`src/rtl/snt_pkg.sv`:
```
// ----------------------------------------------------------------------------
// snt_pkg: shared definitions for the span nesting tracker
// Event kinds, CSR indexes, stack geometry and the controller/datapath bundles.
// ----------------------------------------------------------------------------
package snt_pkg;

   localparam int STACK_DEPTH = 32;
   localparam int IDX_W       = (STACK_DEPTH > 1) ? $clog2(STACK_DEPTH) : 1;
   localparam int CNT_W       = $clog2(STACK_DEPTH + 1);

   localparam logic [1:0] KIND_BEGIN    = 2'd0;
   localparam logic [1:0] KIND_END      = 2'd1;
   localparam logic [1:0] KIND_EXPLICIT = 2'd2;

   localparam logic [1:0] CSR_ENABLE     = 2'd0;
   localparam logic [1:0] CSR_SPAN_BASE  = 2'd1;
   localparam logic [1:0] CSR_TRACE_BASE = 2'd2;
   localparam logic [1:0] CSR_THREAD_TAG = 2'd3;

   // one stack entry
   typedef struct packed {
      logic [8:0]  name;
      logic [63:0] span;
      logic [63:0] parent;
      logic [63:0] start;
   } entry_type;

   // controller -> datapath
   typedef struct packed {
      logic capture;      // latch the request, clear the result
      logic do_begin;
      logic do_explicit;
      logic scan_start;   // point at the stack top
      logic scan_dec;     // step one entry down
      logic do_found;     // pop to the matched entry and build its record
      logic top_load;     // refresh the top span from the read data
      logic rsp_load;     // move the result into the output register
   } cmd_type;

   // datapath -> controller
   typedef struct packed {
      logic [1:0] kind;
      logic       end_ok;    // handle nonzero and stack not empty
      logic       match;     // read entry carries the handle
      logic       idx_zero;
      logic       rsp_free;
   } status_type;

endpackage

```
`src/rtl/snt_ctrl.sv`:
```
// ----------------------------------------------------------------------------
// snt_ctrl: sequencing state machine
// Walks one transaction through execute, stack search and response.
// ----------------------------------------------------------------------------
module snt_ctrl
   import snt_pkg::*;
(
   input  logic       clock,
   input  logic       reset,
   input  logic       req_valid,
   output logic       req_ready,
   input  status_type st,
   output cmd_type    cmd
);

   localparam logic [2:0] S_IDLE     = 3'd0;
   localparam logic [2:0] S_EXEC     = 3'd1;
   localparam logic [2:0] S_SCAN_RD  = 3'd2;
   localparam logic [2:0] S_SCAN_CHK = 3'd3;
   localparam logic [2:0] S_TOP_RD   = 3'd4;
   localparam logic [2:0] S_TOP_CHK  = 3'd5;
   localparam logic [2:0] S_DONE     = 3'd6;

   logic [2:0] state_ff, state_in;

   always_ff @(posedge clock) begin
      if (reset) begin
         state_ff <= S_IDLE;
      end else begin
         state_ff <= state_in;
      end
   end

   always_comb begin
      state_in  = state_ff;
      cmd       = '0;
      req_ready = 1'b0;
      unique case (state_ff)
         S_IDLE: begin
            req_ready = 1'b1;
            if (req_valid) begin
               cmd.capture = 1'b1;
               state_in    = S_EXEC;
            end
         end
         S_EXEC: begin
            state_in = S_DONE;
            unique case (st.kind)
               KIND_BEGIN:    cmd.do_begin = 1'b1;
               KIND_EXPLICIT: cmd.do_explicit = 1'b1;
               KIND_END: begin
                  if (st.end_ok) begin
                     cmd.scan_start = 1'b1;
                     state_in       = S_SCAN_RD;
                  end
               end
               default: ;
            endcase
         end
         S_SCAN_RD: state_in = S_SCAN_CHK;
         S_SCAN_CHK: begin
            if (st.match) begin
               cmd.do_found = 1'b1;
               state_in     = st.idx_zero ? S_DONE : S_TOP_RD;
            end else if (st.idx_zero) begin
               state_in = S_DONE;
            end else begin
               cmd.scan_dec = 1'b1;
               state_in     = S_SCAN_RD;
            end
         end
         S_TOP_RD: state_in = S_TOP_CHK;
         S_TOP_CHK: begin
            cmd.top_load = 1'b1;
            state_in     = S_DONE;
         end
         S_DONE: begin
            if (st.rsp_free) begin
               cmd.rsp_load = 1'b1;
               state_in     = S_IDLE;
            end
         end
         default: state_in = S_IDLE;
      endcase
   end

endmodule

```
`config.mk`:
```
export PLATFORM = sky130hd
export DESIGN_NAME = snt_ctrl
export DESIGN_NICKNAME = d
export VERILOG_FILES = /design/src/rtl/snt_pkg.sv /design/src/rtl/snt_ctrl.sv
export SDC_FILE = /design/constraint.sdc
export NUM_CORES = 1
export LEC_CHECK = 0
export ABC_AREA = 1
export BUFFER_PORTS_ARGS = -buffer_cell sky130_fd_sc_hd__buf_2
export CAP_MARGIN = 20
export CORE_AREA = 2 2 39 41
export CTS_BUF_LIST = sky130_fd_sc_hd__clkbuf_2
export DETAILED_ROUTE_END_ITERATION = 10
export DIE_AREA = 0 0 41 43
export PLACE_DENSITY = 0.47
export RECOVER_POWER = 50
export SYNTH_ARGS = -nofsm -noshare
export SYNTH_HDL_FRONTEND = slang
export SYNTH_SLANG_ARGS = --single-unit
```
`constraint.sdc`:
```
create_clock -name clock -period 1.5 [get_ports clock]
set_clock_uncertainty 0.2 [all_clocks]
set_input_delay 0.075 -clock clock [delete_from_list [all_inputs] [get_ports clock]]
set_output_delay 0.075 -clock clock [all_outputs]
set_load 0.1 [all_outputs]
```
==> results of run 1 <==
## synthesized netlist by cell type
cell      count
nor4_1        1
nand2_1      10
nand3_1       4
o21ai_0       1
nor3_1        3
nor2_1       11
nor3b_1       1
buf_6         1
o211ai_1      1
dfxtp_1       3
inv_1        12
## kinds of logic (layout without fill, tap and decap cells)
family          after synthesis  count (layout)  synth area share
simple gates                 30              30            0.4976
buf+inv                      13              41            0.2195
flops                         3               3            0.2342
compound gates                2               2           0.04877
## what timing repair did
item	in CTS	in global routing
endpoints found under the setup margin	6	7
hold buffers	2	0
resized for setup	2	3
buffers inserted	4	1
pin swaps	2	1
endpoints found under the hold margin	3	0
## final cells by class
| type | instances | share of cell area |
|---|---|---|
| clock buffers | 4 | 0.02920 |
| flip-flops and latches | 3 | 0.1040 |
| inverters | 12 | 0.06569 |
| repair buffers | 25 | 0.4343 |
| well taps | 16 | 0.02920 |
| multi-input cells | 32 | 0.3376 |
## worst max-delay path by stage
stage	start	end	slack, ns	cells past startpoint
floorplan	state_ff[1]	cmd[5]	-0.25	5
global placement	state_ff[1]	cmd[5]	0.13	6
detailed placement	state_ff[1]	cmd[5]	0.10	6
CTS	state_ff[1]	cmd[5]	-0.03	6
global route	state_ff[1]	cmd[6]	-0.09	6
finish	state_ff[2]	cmd[7]	-0.03	3
## metal layers
| metal | vias to the layer above | routed length [um] |
|---|---|---|
| li1 | 200 | - |
| met1 | 162 | 279 |
| met2 | 14 | 454 |
| met3 | 2 | 46 |
| met4 | 0 | 21 |
| met5 | - | 0 |
## per-stage QoR
step           setup WS, ns  instances  hold slack [ns]
2_1_floorplan       -0.2524         48          0.04375
3_3_place_gp         0.1295         81           0.1401
3_5_place_dp         0.1047         81           0.1511
4_1_cts            -0.02672         91          0.06041
5_1_grt            -0.09436         92          0.09464
6_report           -0.03424         92          0.06809
## report_power, final
group | switching, uW | internal [uW]
clock network | 49.0 | 70.4
logic | 329 | 213
registers | 28.4 | 104
total | 407 | 387
## worst min-delay path, stage by stage
cell and delay, ns:
buf_2 0.07, inv_1 0.04, nand3_1 0.06, nand2_1 0.05
nand2_1 0.06, o21ai_0 0.06, inv_1 0.04
==> out/qor.csv, run 1 <==
stage,metric,value,unit
layout,n_diodes,0,
drt,# DRC,0,
yosys,Ys Warns,0,
layout,sequential cell area,71.32,um2
layout,final instance area,685.7,um2
layout,Largest register FFs,3,
yosys,sequential-to-total area share from yosys stat,0.2341,
drt,antenna-violating nets left,0,
setup_path,"Largest delay share family, worst path",flip-flops,
layout,"commonest non-fill, non-tap cells in the layout","buf_12, inv_1, nand2_1",
setup_path,crit path buf inv count,2,
setup_path,CP cell instances,buf_4 > nor4_4 > buf_12,
global_route,initial antenna violation count,0,
cts,CTS Buffer Depth,2,
timing,Tmin final,1.534,ns
placed_design,placed cell areas,584.3,um2
min_path,hold path cells,7,
setup_path,critical path data required time,1.22,ns
yosys,Synth area leader,dfxtp_1,
global_route,largest net degree at the start of global routing,9,
layout,# nets final,86,
floorplan,IO Pins,18,
yosys,top-area cell type share of the netlist area,0.2341,
min_path,hold_sp,st[1],
yosys,Syn Area/Cell,5.344,um2
global_route,remaining global-route overflow,0,
setup_path,CP Capture Type,output pin,
setup_path,CP peak stage delay,0.36,ns
timing,Final period util,1.023,
timing,Relative slew margins,0.8268,
timing,setup violators final,3,
cts,clk slew on worst S/H paths,0.05,ns
drt,routed len/inst,8.707,um
timing,RSZ-0062 raised after global routing,yes,
floorplan,core area,1384,um2
global_route,met2 track demand over resource,0.1844,
floorplan,Die Ht,43,um
run_status,status,"finished, violations left",
layout,Fillers,146,
global_route,total global-route track usage,0.1063,
setup_path,Critical Path AT,1.26,ns
layout,Largest Register,state_ff,
power_and_ir_drop,power density cells,1158,nW/um2
layout,area grow syn2layout,167.3,%
drt,DRT iter0 DRCs,2,
setup_path,critical path startpoint category,flip-flop,
placed_design,IO buf count,17,
yosys,Seq cells post-synth,3,
timing,Fin. Hold Viols,0,
drt,DR pass1 iterations,2,
drt,drt via density,4.109,
yosys,dominant cells by area after synthesis,"dfxtp_1, inv_1, nor2_1",
cts,Clock Tree Root,clkbuf_2,
drt,vias,378,
setup_path,Worst R2R Start,state_ff[0],
layout,share of layout cells above drive strength 1,0.5921,
drt,final wirelength,801,um
global_route,met3 global-route usage,0.01571,
cts,Sinks on Clock Net,3,
global_route,GRT busiest layer,met2,
cts,CTS tree,done,
power_and_ir_drop,maximum VDD drop,0.5298,mV
floorplan,total die area,1763,um2
layout,Post-Route Utilization,0.4955,
power_and_ir_drop,leakage power,0.0003168,uW
global_route,first-pass GRT wire length,1255,um
timing,final worst slack,-0.03424,ns
floorplan,Die Width,41,um
cts,Worst-Skew Late Latency,0.22,ns
setup_path,R2R depth,4,
global_route,met1 Use GR,0.1026,
layout,"commonest non-fill, non-tap cell in the layout",buf_12,
floorplan,std cell rows,14,
setup_path,CP Class,flip-flop to output pin,
yosys,synthesized instance count,48,
min_path,HP Class,primary input to flip-flop,
timing,Worst Max-Slew Pin Slew,0.2579,ns
yosys,Synth cell types,11,
yosys,post-synthesis instance area,256.5,um2
placed_design,Final GP Congestion,0.7010,
layout,largest registers,state_ff: 3 flops,
floorplan,Initial Util,0.1854,
global_route,vias in the first global route,350,
cts,H-tree Lvls,1,
setup_path,FF-to-FF setup slack,0.24,ns
setup_path,slowest CP cell,dfxtp_4,
setup_path,worst-path maximum fanout,7,
setup_path,Worst R2R End,state_ff[0],
run_status,failing checks,negative setup slack,
timing,pins over their slew limit,0,
timing,Setup TNS Final,-0.06606,ns
power_and_ir_drop,total power,793.7,uW
run,maximum capacitance violations,0,
yosys,Post-Syn Nets,57,
cts,CTS Buf Count,3,
timing,fmax,651.8,MHz
min_path,Hold EP,state_ff[1],
layout,area of the multi-input gates,231.5,um2
placed_design,hpwl dp,561.4,um
Note: power is estimated with default switching activity, not from simulation.
==> inputs of run 2 (changes only) <==
--- a/config.mk
+++ b/config.mk
@@ -6,7 +6,7 @@
 export NUM_CORES = 1
 export LEC_CHECK = 0
 export ABC_AREA = 1
-export BUFFER_PORTS_ARGS = -buffer_cell sky130_fd_sc_hd__buf_2
+export BUFFER_PORTS_ARGS = -buffer_cell sky130_fd_sc_hd__clkbuf_2
 export CAP_MARGIN = 20
 export CORE_AREA = 2 2 39 41
 export CTS_BUF_LIST = sky130_fd_sc_hd__clkbuf_2
==> constraint.sdc (replaced) <==
create_clock -name clock -period 1.8 [get_ports clock]
set_clock_uncertainty 0.2 [all_clocks]
set_input_delay 0.09 -clock clock [delete_from_list [all_inputs] [get_ports clock]]
set_output_delay 0.09 -clock clock [all_outputs]
set_load 0.1 [all_outputs]
==> out/qor.csv, run 2 (same netlist as run 1, synthesis figures left out) <==
stage,metric,value,unit
run_status,status,"complete, no violations",
setup_path,critical path data required time,1.51,ns
layout,Largest Register,state_ff,
global_route,total global-route track usage,0.09829,
drt,DRT iter0 DRCs,5,
placed_design,hpwl dp,534.2,um
cts,CTS Buffer Depth,2,
layout,sequential cell area,61.31,um2
timing,Relative slew margins,0.6430,
placed_design,pre-CTS WS,0.3485,ns
layout,Largest register FFs,3,
layout,area of the multi-input gates,186.4,um2
layout,# nets final,79,
cts,CTS tree,done,
layout,Fillers,149,
power_and_ir_drop,Psw,293.6,uW
setup_path,CP cell instances,inv_1 > nand2_1 > nor2_2 > inv_2 > nor3_2 > buf_12,
placed_design,Final GP Congestion,0.6469,
drt,routed len/inst,7.800,um
layout,"commonest non-fill, non-tap cells in the layout","clkbuf_2, inv_1, nand2_1",
floorplan,total die area,1763,um2
min_path,HP Class,primary input to flip-flop,
timing,Fin. Hold Viols,0,
setup_path,critical path startpoint category,flip-flop,
floorplan,Die Width,41,um
drt,drt via density,4.071,
cts,H-tree Lvls,1,
cts,CTS Buf Count,3,
setup_path,CP Capture Type,output pin,
cts,Worst-Skew Late Latency,0.21,ns
cts,PostCTS Resize Cnt,0,
floorplan,Die Ht,43,um
timing,Tmin final,1.656,ns
cts,Sinks on Clock Net,3,
floorplan,core area,1384,um2
setup_path,slowest CP cell,dfxtp_1,
timing,Worst Max-Slew Pin Slew,0.5377,ns
layout,final non-filler cell total,85,
setup_path,"Largest delay share family, worst path",simple AND/OR/NAND/NOR gates,
placed_design,IO buf count,17,
drt,final wirelength,663,um
global_route,first-pass GRT wire length,1159,um
setup_path,CP Class,flip-flop to output pin,
drt,antenna-violating nets left,0,
global_route,vias in the first global route,305,
floorplan,std cell rows,14,
setup_path,crit path buf inv count,3,
cts,Clock Tree Root,clkbuf_2,
power_and_ir_drop,maximum VDD drop,0.3764,mV
timing,pins over their slew limit,0,
global_route,remaining global-route overflow,0,
placed_design,Cells after DPL,80,
global_route,largest net degree at the start of global routing,10,
timing,final worst slack,0.1440,ns
setup_path,CP peak stage delay,0.37,ns
timing,Final period util,0.9200,
floorplan,Initial Util,0.1854,
layout,area grow syn2layout,108.8,%
timing,RSZ-0062 raised after global routing,no,
drt,vias,346,
power_and_ir_drop,power density cells,969.6,nW/um2
layout,share of layout cells above drive strength 1,0.4493,
drt,DR pass1 iterations,2,
timing,setup violators final,0,
power_and_ir_drop,internal power,225.6,uW
layout,n_diodes,0,
power_and_ir_drop,switching part of the total,0.5655,
floorplan,IO Pins,18,
power_and_ir_drop,leakage power,0.0002652,uW
power_and_ir_drop,Seq pwr share,0.224,
power_and_ir_drop,Clk pwr share,0.184,
layout,"commonest non-fill, non-tap cell in the layout",clkbuf_2,
drt,# DRC,0,
timing,fmax,603.9,MHz
cts,clk slew on worst S/H paths,0.05,ns
run,maximum capacitance violations,0,
setup_path,Critical Path AT,1.37,ns
global_route,initial antenna violation count,0,
power_and_ir_drop,Comb power frac,0.592,
layout,largest registers,state_ff: 3 flops,
setup_path,worst-path maximum fanout,6,
run 2: cell types whose count changed in the layout (fill, tap and decap cells not counted), moves of 3 or more:
cell,previous run,this run
buf_2,8,0
buf_4,5,0
clkbuf_2,4,13
dfxtp_4,3,0
nor2_4,4,0
buf_12,10,7
run 2: final timing paths:
| path | startpoint | to | slack, ns | depth (start not counted) |
|---|---|---|---|---|
| hold / removal | st[0] | state_ff[2] | 0.01 | 4 |
| hold reg to reg | state_ff[2] | state_ff[2] | 0.45 | 2 |
| setup reg to reg | state_ff[1] | state_ff[2] | 0.52 | 7 |
| setup / recovery | state_ff[1] | cmd[6] | 0.14 | 6 |
run 2: power by group through the flow:
stage | Clock [uW] | Sequential (uW) | Combinational (uW)
finish | 95.5 | 116 | 307
global route | 113 | 119 | 327
CTS | 101 | 116 | 318
detailed placement | 0 | 118 | 316
global placement | 0 | 117 | 316
floorplan | 0 | 101 | 262
run 2: metrics by stage:
step / power (uW) / area (um2) / setup TNS, ns / hold slack [ns] / utilization
final: 519.2 / 535.5 / 0 / 0.01394 / 0.3870
after global routing: 559.2 / 535.5 / 0 / 0.01439 / 0.3870
after CTS: 535.9 / 540.5 / 0 / 0.006339 / 0.3906
after detailed placement: 433.5 / 510.5 / 0 / 0.1762 / 0.3689
after global placement: 433.3 / 510.5 / 0 / 0.1704 / 0.3689
after floorplan: 363.3 / 306.5 / -1.266 / 0.05982 / -
run 2: layout make-up:
class,count,share of cell area
Sequential cell,3,0.1145
Multi-Input combinational cell,32,0.3481
Tap cell,16,0.03738
Clock buffer,4,0.03738
Timing Repair Buffer,18,0.3785
Inverter,12,0.08411
run 2: timing repair:
| item | 4_1_cts | 5_1_grt |
|---|---|---|
| buffers inserted | 0 | 0 |
| endpoints found under the hold margin | 3 | 0 |
| hold buffers | 1 | 0 |
run 2: layer usage:
layer  global-route usage  vias to the layer above  share of wire
met5                    0                        -              0
met4              0.04000                        0              0
met3              0.07330                        0           0.12
met2               0.1219                       17           0.46
met1               0.1250                      142           0.41
li1                     -                      187              -
run 2: tightest hold or removal path, delay by kind of cell:
family                 cells  cell delay, ns
buffers and inverters      1            0.10
AND/OR/NAND/NOR            2            0.10
AO/OA/AOI/OAI              1            0.08
==> inputs of run 3 (changes only) <==
--- a/config.mk
+++ b/config.mk
@@ -9,7 +9,6 @@
 export BUFFER_PORTS_ARGS = -buffer_cell sky130_fd_sc_hd__clkbuf_2
 export CAP_MARGIN = 20
 export CORE_AREA = 2 2 39 41
-export CTS_BUF_LIST = sky130_fd_sc_hd__clkbuf_2
 export DETAILED_ROUTE_END_ITERATION = 10
 export DIE_AREA = 0 0 41 43
 export PLACE_DENSITY = 0.47
==> out/qor.csv, run 3 (same netlist as run 1, synthesis figures left out) <==
stage,metric,value,unit
run_status,status,"complete, no violations",
drt,final wirelength,664,um
global_route,remaining global-route overflow,0,
setup_path,CP Class,flip-flop to output pin,
layout,Fillers,146,
setup_path,critical path data required time,1.51,ns
setup_path,R2R depth,4,
global_route,largest net degree at the start of global routing,10,
floorplan,Die Width,41,um
run,maximum capacitance violations,0,
layout,# nets final,80,
min_path,hold path cells,6,
timing,fmax,595.1,MHz
layout,area of the multi-input gates,186.4,um2
drt,vias,347,
setup_path,CP Capture Type,output pin,
power_and_ir_drop,Psw,294.1,uW
power_and_ir_drop,Comb power frac,0.566,
timing,Relative slew margins,0.6430,
power_and_ir_drop,Seq pwr share,0.213,
layout,largest registers,state_ff: 3 flops,
cts,CTS tree,done,
placed_design,IO buf count,17,
floorplan,Die Ht,43,um
floorplan,total die area,1763,um2
layout,final non-filler cell total,86,
layout,area grow syn2layout,115.1,%
floorplan,core area,1384,um2
drt,antenna-violating nets left,0,
cts,PostCTS Resize Cnt,0,
global_route,initial antenna violation count,0,
floorplan,Initial Util,0.1854,
setup_path,worst-path maximum fanout,6,
power_and_ir_drop,Clk pwr share,0.221,
cts,Worst-Skew Late Latency,0.24,ns
cts,H-tree Lvls,1,
layout,Largest Register,state_ff,
drt,routed len/inst,7.721,um
cts,clk slew on worst S/H paths,0.04,ns
setup_path,crit path buf inv count,3,
layout,Largest register FFs,3,
drt,# DRC,0,
global_route,vias in the first global route,304,
global_route,total global-route track usage,0.09729,
setup_path,number of cells on the critical path,6,
layout,"commonest non-fill, non-tap cells in the layout","inv_1, nand2_1, clkbuf_2",
min_path,HP Class,primary input to flip-flop,
placed_design,Cells after DPL,80,
floorplan,IO Pins,18,
global_route,first-pass GRT wire length,1145,um
power_and_ir_drop,maximum VDD drop,0.4107,mV
timing,pins over their slew limit,0,
timing,Worst Max-Slew Pin Slew,0.5377,ns
drt,DR pass1 iterations,3,
power_and_ir_drop,leakage power,0.0002677,uW
timing,Fin. Hold Viols,0,
cts,hold_buf cts,2,
layout,sequential cell area,61.31,um2
floorplan,std cell rows,14,
drt,DRT iter0 DRCs,5,
cts,post-CTS setup buffers,0,
layout,share of layout cells above drive strength 1,0.4286,
setup_path,CP cell instances,inv_1 > nand2_1 > nor2_2 > inv_2 > nor3_2 > buf_12,
power_and_ir_drop,power density cells,989.1,nW/um2
timing,Final period util,0.9335,
cts,Clock Tree Root,clkbuf_4,
placed_design,hpwl dp,534.2,um
timing,RSZ-0062 raised after global routing,no,
cts,Sinks on Clock Net,3,
timing,Setup TNS Final,0,ns
timing,setup violators final,0,
setup_path,Critical Path AT,1.39,ns
layout,"commonest non-fill, non-tap cell in the layout",inv_1,
power_and_ir_drop,internal power,251.7,uW
placed_design,Final GP Congestion,0.6469,
drt,drt via density,4.035,
cts,CTS Buffer Depth,2,
timing,Tmin final,1.680,ns
setup_path,"Largest delay share family, worst path",simple AND/OR/NAND/NOR gates,
setup_path,critical path startpoint category,flip-flop,
cts,CTS Buf Count,3,
power_and_ir_drop,switching part of the total,0.5388,
setup_path,CP peak stage delay,0.37,ns
setup_path,slowest CP cell,dfxtp_1,
layout,n_diodes,0,
[run 3: layout make-up]
cell class,count,area share
Inverter,12,0.08163
Sequential cell,3,0.1111
Multi-Input combinational cell,32,0.3379
Timing Repair Buffer,19,0.3855
Tap cell,16,0.03628
Clock buffer,4,0.04762
[run 3: path summary, 6_finish.rpt]
| kind | slack [ns] | start | end |
|---|---|---|---|
| setup reg to reg | 0.53 | state_ff[2] | state_ff[1] |
| hold / removal | 0.04 | st[2] | state_ff[1] |
| hold reg to reg | 0.45 | state_ff[2] | state_ff[2] |
| setup / recovery | 0.12 | state_ff[1] | cmd[6] |
[run 3: stage by stage]
stage | setup slack [ns] | util | hold WS [ns] | area (um2) | total power, uW
detailed placement | 0.3485 | 0.3689 | 0.1762 | 510.5 | 433.5
finish | 0.1197 | 0.3987 | 0.03989 | 551.8 | 545.8
floorplan | -0.4246 | - | 0.05982 | 306.5 | 363.3
CTS | 0.08136 | 0.4024 | 0.03969 | 556.8 | 563.5
global route | 0.02277 | 0.3987 | 0.08382 | 551.8 | 584.5
global placement | 0.3525 | 0.3689 | 0.1704 | 510.5 | 433.3
[run 3: power groups by stage]
stage | logic (uW) | registers (uW) | clock network (uW)
after detailed placement | 316 | 118 | 0
after global placement | 316 | 117 | 0
after floorplan | 262 | 101 | 0
after CTS | 320 | 117 | 127
final | 309 | 116 | 120
after global routing | 329 | 120 | 136
[run 3: worst register-to-register path: stages, from the launching register on]
cell	delay [ns]
dfxtp_1	0.55
nand3_1	0.18
nor2_1	0.15
o21ai_0	0.10
inv_1	0.05
[run 3: per-layer routing]
layer  track usage  wire length (um)  share of wire  vias to the layer above
li1              -                 -              -                      189
met1        0.1218               274           0.41                      141
met2        0.1219               312           0.47                       17
met3       0.07330                77           0.12                        0
met4       0.04000                 0              0                        0
met5             0                 0              0                        -
